==> src/rtl/mte_pkg.sv <==
`default_nettype none

package mte_pkg;

    // code table geometry
    localparam int TABLE_SIZE   = 36;
    localparam int TABLE_AW     = $clog2(TABLE_SIZE);
    localparam int CODE_W       = 8;
    localparam int LETTER_COUNT = 26;

    // element limits: the entry format carries at most five pattern bits
    localparam int MAX_ELEMENTS = 5;
    localparam int PAT_W        = 5;
    localparam int LEN_LIMIT    = (MAX_ELEMENTS < PAT_W) ? MAX_ELEMENTS : PAT_W;

    // led levels and step lengths
    localparam logic [7:0] LED_ON     = 8'd255;
    localparam logic [7:0] LED_OFF    = 8'd0;
    localparam logic [2:0] DUR_IDLE   = 3'd0;
    localparam logic [2:0] DUR_DOT    = 3'd1;
    localparam logic [2:0] DUR_DASH   = 3'd3;
    localparam logic [2:0] LETTER_GAP = 3'd3;
    localparam logic [2:0] WORD_GAP   = 3'd7;

    // ascii codes
    localparam logic [7:0] CHR_SPACE   = 8'h20;
    localparam logic [7:0] CHR_ZERO    = 8'h30;
    localparam logic [7:0] CHR_NINE    = 8'h39;
    localparam logic [7:0] CHR_UPPER_A = 8'h41;
    localparam logic [7:0] CHR_UPPER_Z = 8'h5a;
    localparam logic [7:0] CHR_LOWER_A = 8'h61;
    localparam logic [7:0] CHR_LOWER_Z = 8'h7a;

    typedef struct packed {
        logic                hit;
        logic [TABLE_AW-1:0] idx;
    } symbol_t;

    function automatic symbol_t symbol_index(input logic [7:0] c);
        symbol_t s;
        s.hit = 1'b1;
        s.idx = '0;
        if (c >= CHR_LOWER_A && c <= CHR_LOWER_Z)
            s.idx = TABLE_AW'(c - CHR_LOWER_A);
        else if (c >= CHR_UPPER_A && c <= CHR_UPPER_Z)
            s.idx = TABLE_AW'(c - CHR_UPPER_A);
        else if (c >= CHR_ZERO && c <= CHR_NINE)
            s.idx = TABLE_AW'(c - CHR_ZERO) + TABLE_AW'(LETTER_COUNT);
        else
            s.hit = 1'b0;
        return s;
    endfunction

    // entry = element count in [7:5], pattern in [4:0], bit i set for a dash
    function automatic logic [CODE_W-1:0] morse_code(input logic [TABLE_AW-1:0] idx);
        logic [CODE_W-1:0] code;
        case (idx)
            6'd0:    code = 8'h42;
            6'd1:    code = 8'h81;
            6'd2:    code = 8'h85;
            6'd3:    code = 8'h61;
            6'd4:    code = 8'h20;
            6'd5:    code = 8'h84;
            6'd6:    code = 8'h63;
            6'd7:    code = 8'h80;
            6'd8:    code = 8'h40;
            6'd9:    code = 8'h8e;
            6'd10:   code = 8'h65;
            6'd11:   code = 8'h82;
            6'd12:   code = 8'h43;
            6'd13:   code = 8'h41;
            6'd14:   code = 8'h67;
            6'd15:   code = 8'h86;
            6'd16:   code = 8'h8b;
            6'd17:   code = 8'h62;
            6'd18:   code = 8'h60;
            6'd19:   code = 8'h21;
            6'd20:   code = 8'h64;
            6'd21:   code = 8'h88;
            6'd22:   code = 8'h66;
            6'd23:   code = 8'h89;
            6'd24:   code = 8'h8d;
            6'd25:   code = 8'h83;
            6'd26:   code = 8'hbf;
            6'd27:   code = 8'hbe;
            6'd28:   code = 8'hbc;
            6'd29:   code = 8'hb8;
            6'd30:   code = 8'hb0;
            6'd31:   code = 8'ha0;
            6'd32:   code = 8'ha1;
            6'd33:   code = 8'ha3;
            6'd34:   code = 8'ha7;
            6'd35:   code = 8'haf;
            default: code = 8'h00;
        endcase
        return code;
    endfunction

endpackage

`default_nettype wire

==> src/rtl/mte_if.sv <==
`default_nettype none

// text character channel
interface mte_char_if;
    logic       valid;
    logic       ready;
    logic [7:0] character;
    logic       final_char;

    modport source (output valid, output character, output final_char, input ready);
    modport sink   (input valid, input character, input final_char, output ready);
endinterface

// led timing step channel
interface mte_step_if;
    logic       valid;
    logic       ready;
    logic [7:0] led_level;
    logic [2:0] duration_units;
    logic       run_end;

    modport source (output valid, output led_level, output duration_units,
                    output run_end, input ready);
    modport sink   (input valid, input led_level, input duration_units,
                    input run_end, output ready);
endinterface

`default_nettype wire

==> src/rtl/mte_ram.sv <==
`default_nettype none

module mte_ram #(
    parameter int WIDTH = 8,
    parameter int DEPTH = 36
) (
    input  wire logic                     clk,
    input  wire logic                     we,
    input  wire logic [$clog2(DEPTH)-1:0] waddr,
    input  wire logic [WIDTH-1:0]         wdata,
    input  wire logic [$clog2(DEPTH)-1:0] raddr,
    output logic      [WIDTH-1:0]         rdata
);

    logic [WIDTH-1:0] mem [DEPTH];
    logic [WIDTH-1:0] rdata_reg;

    always_ff @(posedge clk)
    begin
        if (we)
        begin
            mem[waddr] <= wdata;
        end
        rdata_reg <= mem[raddr];
    end

    assign rdata = rdata_reg;

endmodule

`default_nettype wire

==> src/rtl/morse_text_to_led_encoder.sv <==
// morse text to led encoder
//
// text: one ascii character per beat with final_char marking the end of a
// text. steps: led timing steps, led_level 0 or 255 with a duration of 1, 3
// or 7 dot units, duration 0 being the idle marker that closes a text;
// run_end flags the last step caused by a character.
//
// after reset the code table memory is loaded from the package rom; text.ready
// stays low during that pass.
//
// a letter is looked up in the table memory (a registered read), then its steps
// are sequenced one per cycle while steps.ready does not hold the output. after
// its beat the block passes S_READ, then S_LGAP or S_ON, which loads the first
// step of the letter into the output register.
//
// the output register lets a new character be taken while the last step
// still waits; when steps.ready is low the sequencer holds its place.
`default_nettype none

module morse_text_to_led_encoder (
    input  wire logic   clk,
    input  wire logic   rst_n,
    mte_char_if.sink    text,
    mte_step_if.source  steps
);

    localparam int AW = mte_pkg::TABLE_AW;

    typedef enum logic [2:0] {
        S_FILL,
        S_IDLE,
        S_READ,
        S_LGAP,
        S_ON,
        S_OFF,
        S_WGAP,
        S_END
    } state_t;

    state_t                      state_reg,       state_next;
    logic [AW-1:0]               fill_reg,        fill_next;
    logic                        fin_reg,         fin_next;
    logic [2:0]                  len_reg,         len_next;
    logic [mte_pkg::PAT_W-1:0]   pat_reg,         pat_next;
    logic [2:0]                  elem_reg,        elem_next;
    logic                        letter_sent_reg, letter_sent_next;
    logic                        gap_sent_reg,    gap_sent_next;
    logic                        out_valid_reg,   out_valid_next;
    logic [7:0]                  led_level_reg,   led_level_next;
    logic [2:0]                  duration_reg,    duration_next;
    logic                        run_end_reg,     run_end_next;

    // table memory signals
    logic                        ram_we;
    logic [AW-1:0]               ram_waddr;
    logic [mte_pkg::CODE_W-1:0]  ram_wdata;
    logic [AW-1:0]               ram_raddr;
    logic [mte_pkg::CODE_W-1:0]  ram_rdata;

    mte_pkg::symbol_t            sym;
    logic                        emit_ok;
    logic                        text_take;
    logic [2:0]                  code_len;
    logic                        last_elem;

    mte_ram #(
        .WIDTH (mte_pkg::CODE_W),
        .DEPTH (mte_pkg::TABLE_SIZE)
    ) u_code_table (
        .clk   (clk),
        .we    (ram_we),
        .waddr (ram_waddr),
        .wdata (ram_wdata),
        .raddr (ram_raddr),
        .rdata (ram_rdata)
    );

    assign sym       = mte_pkg::symbol_index(text.character);
    assign text.ready = (state_reg == S_IDLE);
    assign text_take = text.valid && text.ready;

    // output slot is free when empty or being drained this cycle
    assign emit_ok   = !out_valid_reg || steps.ready;

    // element count clamped to what the pattern field can carry
    assign code_len  = (ram_rdata[7:5] > 3'(mte_pkg::LEN_LIMIT))
                       ? 3'(mte_pkg::LEN_LIMIT) : ram_rdata[7:5];
    assign last_elem = (elem_reg == len_reg - 3'd1);

    assign ram_we    = (state_reg == S_FILL);
    assign ram_waddr = fill_reg;
    assign ram_wdata = mte_pkg::morse_code(fill_reg);
    assign ram_raddr = sym.idx;

    always_comb
    begin
        state_next       = state_reg;
        fill_next        = fill_reg;
        fin_next         = fin_reg;
        len_next         = len_reg;
        pat_next         = pat_reg;
        elem_next        = elem_reg;
        letter_sent_next = letter_sent_reg;
        gap_sent_next    = gap_sent_reg;
        out_valid_next   = out_valid_reg && !steps.ready;
        led_level_next   = led_level_reg;
        duration_next    = duration_reg;
        run_end_next     = run_end_reg;

        unique case (state_reg)
            S_FILL:
            begin
                fill_next = fill_reg + AW'(1);
                if (fill_reg == AW'(mte_pkg::TABLE_SIZE - 1))
                begin
                    state_next = S_IDLE;
                end
            end

            S_IDLE:
            begin
                if (text_take)
                begin
                    fin_next  = text.final_char;
                    elem_next = '0;
                    if (sym.hit)
                    begin
                        // table read is under way, data next cycle
                        state_next = S_READ;
                    end
                    else if (text.character == mte_pkg::CHR_SPACE &&
                             letter_sent_reg && !gap_sent_reg)
                    begin
                        state_next = S_WGAP;
                    end
                    else if (text.final_char)
                    begin
                        state_next = S_END;
                    end
                end
            end

            S_READ:
            begin
                len_next = code_len;
                pat_next = ram_rdata[mte_pkg::PAT_W-1:0];
                if (code_len == 3'd0)
                begin
                    state_next = fin_reg ? S_END : S_IDLE;
                end
                else
                begin
                    state_next       = (letter_sent_reg && !gap_sent_reg) ? S_LGAP : S_ON;
                    letter_sent_next = 1'b1;
                    gap_sent_next    = 1'b0;
                end
            end

            S_LGAP:
            begin
                if (emit_ok)
                begin
                    out_valid_next = 1'b1;
                    led_level_next = mte_pkg::LED_OFF;
                    duration_next  = mte_pkg::LETTER_GAP;
                    run_end_next   = 1'b0;
                    state_next     = S_ON;
                end
            end

            S_ON:
            begin
                if (emit_ok)
                begin
                    out_valid_next = 1'b1;
                    led_level_next = mte_pkg::LED_ON;
                    duration_next  = pat_reg[elem_reg] ? mte_pkg::DUR_DASH : mte_pkg::DUR_DOT;
                    run_end_next   = last_elem && !fin_reg;
                    if (last_elem)
                    begin
                        state_next = fin_reg ? S_END : S_IDLE;
                    end
                    else
                    begin
                        state_next = S_OFF;
                    end
                end
            end

            S_OFF:
            begin
                if (emit_ok)
                begin
                    out_valid_next = 1'b1;
                    led_level_next = mte_pkg::LED_OFF;
                    duration_next  = mte_pkg::DUR_DOT;
                    run_end_next   = 1'b0;
                    elem_next      = elem_reg + 3'd1;
                    state_next     = S_ON;
                end
            end

            S_WGAP:
            begin
                if (emit_ok)
                begin
                    out_valid_next = 1'b1;
                    led_level_next = mte_pkg::LED_OFF;
                    duration_next  = mte_pkg::WORD_GAP;
                    run_end_next   = !fin_reg;
                    gap_sent_next  = 1'b1;
                    state_next     = fin_reg ? S_END : S_IDLE;
                end
            end

            S_END:
            begin
                if (emit_ok)
                begin
                    out_valid_next   = 1'b1;
                    led_level_next   = mte_pkg::LED_OFF;
                    duration_next    = mte_pkg::DUR_IDLE;
                    run_end_next     = 1'b1;
                    letter_sent_next = 1'b0;
                    gap_sent_next    = 1'b0;
                    state_next       = S_IDLE;
                end
            end

            default:
            begin
                state_next = S_IDLE;
            end
        endcase
    end

    always_ff @(posedge clk or negedge rst_n)
    begin
        if (!rst_n)
        begin
            state_reg       <= S_FILL;
            fill_reg        <= '0;
            fin_reg         <= 1'b0;
            len_reg         <= '0;
            pat_reg         <= '0;
            elem_reg        <= '0;
            letter_sent_reg <= 1'b0;
            gap_sent_reg    <= 1'b0;
            out_valid_reg   <= 1'b0;
            led_level_reg   <= '0;
            duration_reg    <= '0;
            run_end_reg     <= 1'b0;
        end
        else
        begin
            state_reg       <= state_next;
            fill_reg        <= fill_next;
            fin_reg         <= fin_next;
            len_reg         <= len_next;
            pat_reg         <= pat_next;
            elem_reg        <= elem_next;
            letter_sent_reg <= letter_sent_next;
            gap_sent_reg    <= gap_sent_next;
            out_valid_reg   <= out_valid_next;
            led_level_reg   <= led_level_next;
            duration_reg    <= duration_next;
            run_end_reg     <= run_end_next;
        end
    end

    assign steps.valid          = out_valid_reg;
    assign steps.led_level      = led_level_reg;
    assign steps.duration_units = duration_reg;
    assign steps.run_end        = run_end_reg;

    // the idle marker always closes the run of its character
    a_idle_marker_ends_run: assert property (
        @(posedge clk) disable iff (!rst_n)
        steps.valid && steps.duration_units == mte_pkg::DUR_IDLE |-> steps.run_end
    ) else $error("idle marker without run_end");

    // a lit step is a dot or a dash
    a_on_is_element: assert property (
        @(posedge clk) disable iff (!rst_n)
        steps.valid && steps.led_level != mte_pkg::LED_OFF |->
            (steps.duration_units == mte_pkg::DUR_DOT ||
             steps.duration_units == mte_pkg::DUR_DASH)
    ) else $error("lit step with bad duration");

    // a word gap is only marked after a letter has been sent
    a_gap_needs_letter: assert property (
        @(posedge clk) disable iff (!rst_n)
        gap_sent_reg |-> letter_sent_reg
    ) else $error("word gap marked without a letter");

    // a new character is never taken before the table load completes
    a_no_take_in_fill: assert property (
        @(posedge clk) disable iff (!rst_n)
        $past(state_reg == S_FILL) && state_reg == S_FILL |-> !text_take
    ) else $error("character taken during table load");

endmodule

`default_nettype wire

==> src/flat_wrapper.sv <==
// flat-port wrapper written by rule: the top's interface ports become plain ports
module morse_text_to_led_encoder_flat 
  (clk, rst_n, text_valid, text_character, text_final_char, text_ready, steps_valid, steps_led_level, steps_duration_units, steps_run_end, steps_ready);
  mte_char_if text_i ();
  mte_step_if steps_i ();
  input  wire logic clk;
  input  wire logic rst_n;
  input wire logic [$bits(text_i.valid)-1:0] text_valid;
  input wire logic [$bits(text_i.character)-1:0] text_character;
  input wire logic [$bits(text_i.final_char)-1:0] text_final_char;
  output wire logic [$bits(text_i.ready)-1:0] text_ready;
  output wire logic [$bits(steps_i.valid)-1:0] steps_valid;
  output wire logic [$bits(steps_i.led_level)-1:0] steps_led_level;
  output wire logic [$bits(steps_i.duration_units)-1:0] steps_duration_units;
  output wire logic [$bits(steps_i.run_end)-1:0] steps_run_end;
  input wire logic [$bits(steps_i.ready)-1:0] steps_ready;
  assign text_i.valid = text_valid;
  assign text_i.character = text_character;
  assign text_i.final_char = text_final_char;
  assign text_ready = text_i.ready;
  assign steps_valid = steps_i.valid;
  assign steps_led_level = steps_i.led_level;
  assign steps_duration_units = steps_i.duration_units;
  assign steps_run_end = steps_i.run_end;
  assign steps_i.ready = steps_ready;
  morse_text_to_led_encoder u_core (.clk(clk), .rst_n(rst_n), .text(text_i), .steps(steps_i));
endmodule
==> config.mk <==
export PLATFORM = sky130hd
export DESIGN_NAME = morse_text_to_led_encoder_flat
export DESIGN_NICKNAME = d
export VERILOG_FILES = /design/src/rtl/mte_pkg.sv /design/src/rtl/mte_if.sv /design/src/rtl/mte_ram.sv /design/src/rtl/morse_text_to_led_encoder.sv /design/src/flat_wrapper.sv
export SDC_FILE = /design/constraint.sdc
export NUM_CORES = 1
export LEC_CHECK = 0
export ABC_CLOCK_PERIOD_IN_PS = 4200
export BUFFER_PORTS_ARGS = -buffer_cell sky130_fd_sc_hd__buf_2
export CAP_MARGIN = 30
export CORE_MARGIN = 1.5
export CORE_UTILIZATION = 55
export CTS_BUF_LIST = sky130_fd_sc_hd__clkbuf_8
export DETAILED_ROUTE_END_ITERATION = 10
export GPL_TIMING_DRIVEN = 0
export HOLD_SLACK_MARGIN = 0.06
export PLACE_DENSITY_LB_ADDON = 0.25
export SYNTH_ARGS = -nofsm -noshare
export SYNTH_HDL_FRONTEND = slang
export SYNTH_SLANG_ARGS = --single-unit
==> constraint.sdc <==
create_clock -name clk -period 4.2 [get_ports clk]
set_input_delay 0.84 -clock clk [delete_from_list [all_inputs] [get_ports clk]]
set_output_delay 0.84 -clock clk [all_outputs]
set_load 0.01 [all_outputs]
==> impl_metrics.yaml <==
clock_tree:
  cts_tree: "yes"
  cts_root_buf: "clkbuf_8"
  clk_pin_slew_ps: 60
  clk_latency_ps: 600
  ctsLongestPathBuffers: 3
  post-cts-setup-buffers: 0
  cts_inserted_buffers: 53
  clock-sinks: 325
  htree_num_levels: 2
  cts-hold-fix-buffers: 0
  ctsResizeCount: 0
yosys:
  synthCells: 1154
  synth.net_count: 1183
  postSynth.asyncResetShare_pct: 8.92
  synthFlopType: "edfxtp_1"
  synth.distinct_cells: 74
  syn_area_sq_um: 14300
  yosysMostFrequentCell: "edfxtp_1"
  synth_top_area_share_pct: 60.6
  synth_common_cells: "edfxtp_1 (288), nand2_1 (258), nor2_1 (72), nand3_1 (56), and3_1 (51)"
  synth_top_area_cell: "edfxtp_1"
  synth_compound_area_share_pct: 8.75
  yosys_register_bits: 325
  synth_edf_count: 288
  ys_seq_area_share_pct: 66.8
  muxShareOfSynthArea_pct: 3.44
  synth_adder_area_share_pct: 1.40
  synth-warning-count: 0
  synthXorXnorAreaFrac_pct: 0.736
  synth_area_leaders: "edfxtp_1 (61%), nand2_1 (6.8%), dfrtp_1 (5.1%), and3_1 (2.2%), nand3_1 (2.0%)"
  synth_simple_gate_area_share_pct: 15.8
  synth_top_family_by_area: "simple AND/OR/NAND/NOR gates"
  avgSynthCellArea_sq_um: 12.4
global_route:
  grtUsageTotal_pct: 28.9
  grt_pass1_vias: 9574
  gr-total-overflow: 0
  grt_max_degree: 30
  grt_pass1_wl_microns: 56700
  antenna_found_initial: 2
routing:
  drtPass1Iterations: 6
  drc: 0
  finalWirelength_microns: 37600
  drtIter0Drc: 1353
  vias_per_cell: 6.15
  vias: 9958
  wl_per_cell_microns: 23.2
  ant_nets: 0
sta:
  tightest_slew_ps: 976
  skew_ps: 29.6
  fin_ws_ps: 417
  setup_viol: 0
  rsz0062_at_grt: "false"
  min_period_ps: 3780
  slew_headroom_pct: 34.6
  finalHoldViolCount: 0
  period_share_pct: 90.1
  max_freq_mhz: 264
  slew_violations: 0
worst_setup_path:
  r2r_setup_slack_ps: 1060
  end_kind: "register"
  path_class: "in -> reg"
  worst-path-max-fanout: 10
  reg2reg_from: "u_core.fill_reg[2]$_DFFE_PN0P_"
  path_buf_inv: 5
  cp_top_family: "compound AO/OA/AOI/OAI gates"
  path_common_cell: "buf_4"
  critPathArrivalTime_ps: 4280
  crit_slowest_cell: "a32oi_1"
  worstReg2RegEnd: "u_core.u_code_table.mem[5][3]$_DFFE_PP_"
  max_stage_delay_ps: 520
  crit_required_ps: 4690
  r2r_cells: 5
  path_cells: "buf_2 -> inv_1 -> ha_1 -> nor3b_1 -> a21o_1 -> o21ai_2 -> buf_4 -> buf_4 -> buf_4 -> nand2_1 -> a32oi_1 -> nand3_1 -> nor4_2"
  startpoint_type: "input port"
floorplan:
  start_util_pct: 56.4
  io_pins: 27
  die_y_microns: 164
  rows: 58
  die_x_microns: 164
  dieArea_sq_um: 26900
  core_area_sq_um: 25300
outcome:
  run_status: "finished clean"
placed_design:
  place_congestion: 0.959
  pre_cts_ws_ps: -43.4
  placed_cell_area_sq_um: 15100
  dpl.hpwl_microns: 26300
  portBuffers: 25
layout:
  fin_util_pct: 63.7
  n_fill_cell: 1903
  multi_input_area_sq_um: 4390
  fin_nets: 1277
  area_delta_synth_final_pct: 13.0
  final_cell_area_sq_um: 16100
  largest_reg_flops: 288
  area.sequential_sq_um: 9530
  drive_gt1_share_pct: 15.8
pwr:
  vdd_ir_drop_max_uv: 419
  power_leakage_nw: 5.89
  power_per_cell_area_nw_per_um2: 572
job:
  maxCapViolCount: 0
hold_path:
  hold_class: "in -> async"
## worst max path at each step
stage                                         from                                      end  slack (ps)  cells past startpoint
floorplan           u_core.fill_reg[0]$_DFFE_PN0P_  u_core.u_code_table.mem[0][3]$_DFFE_PP_         690                      8
global placement    u_core.fill_reg[0]$_DFFE_PN0P_  u_core.u_code_table.mem[9][3]$_DFFE_PP_       -1770                      8
detailed placement               text_character[1]     u_core.u_code_table.rdata[0]$_DFF_P_         -40                     12
CTS                              text_character[1]     u_core.u_code_table.rdata[0]$_DFF_P_         560                     12
global route                     text_character[1]     u_core.u_code_table.rdata[1]$_DFF_P_         260                     12
finish                           text_character[1]     u_core.u_code_table.rdata[2]$_DFF_P_         420                     13
## report_power, final
| part | internal, mW | total, mW | switching [mW] | leakage (nW) |
|---|---|---|---|---|
| registers | 4.10 | 4.21 | 0.111 | 2.99 |
| clock network | 1.41 | 2.67 | 1.26 | 0.560 |
| logic | 0.786 | 2.35 | 1.57 | 2.34 |
## routing by layer
layer  vias to the layer above  track usage (%)  wire [microns]
met1                      4804             39.2           14400
li1                       4430                -               -
met2                       611             45.7           17500
met4                         0             11.1            1480
met3                       113             6.57            4210
met5                         -                0               0
## cell type report
type,count,area share (%)
Clock buffer,55,4.69
Sequential cell,325,59.1
Multi-Input combinational cell,747,27.2
Tap cell,330,2.56
Clock inverter,40,1.67
Buffer,66,2.34
Timing Repair Buffer,39,2.05
Antenna cell,1,0.0155
Inverter,16,0.372
## layout by cell type, fill, tap and decap left out, types with 8 or more instances in the layout
master and instances:
mux2_2 18, nor2b_1 8, inv_1 25, clkinv_2 9, nor2_1 72, clkbuf_8 55
buf_2 43, a31oi_1 10, nand2_1 258, o21ai_0 46, mux2i_1 22, clkbuf_1 23
nand4_1 11, a21boi_0 15, a21oi_1 33, ha_1 16, dfrtp_1 29, nand3_1 56
edfxtp_1 288, dfxtp_1 8, and3_1 51, clkinv_1 16, nor3_1 9, buf_4 24
## kinds of logic (layout without fill, tap and decap cells)
| kind of cell | after synthesis | after routing |
|---|---|---|
| compound gates | 181 | 181 |
| xor+xnor | 12 | 12 |
| fa+ha+maj | 16 | 16 |
| buf+inv | 82 | 216 |
| flops | 325 | 325 |
| mux | 44 | 44 |
| other cells | 0 | 1 |
| simple gates | 494 | 494 |
## metrics by stage
step	setup TNS, ps	hold WS (ps)	total power, mW	cells
floorplan	0	439	5.57	1154
global placement	-275640	443	6.31	1509
detailed placement	-43.4	449	6.58	1523
CTS	0	283	9.21	1618
global route	0	321	9.56	1618
finish	0	286	9.23	1619
Power figures use the tool's default switching activity.
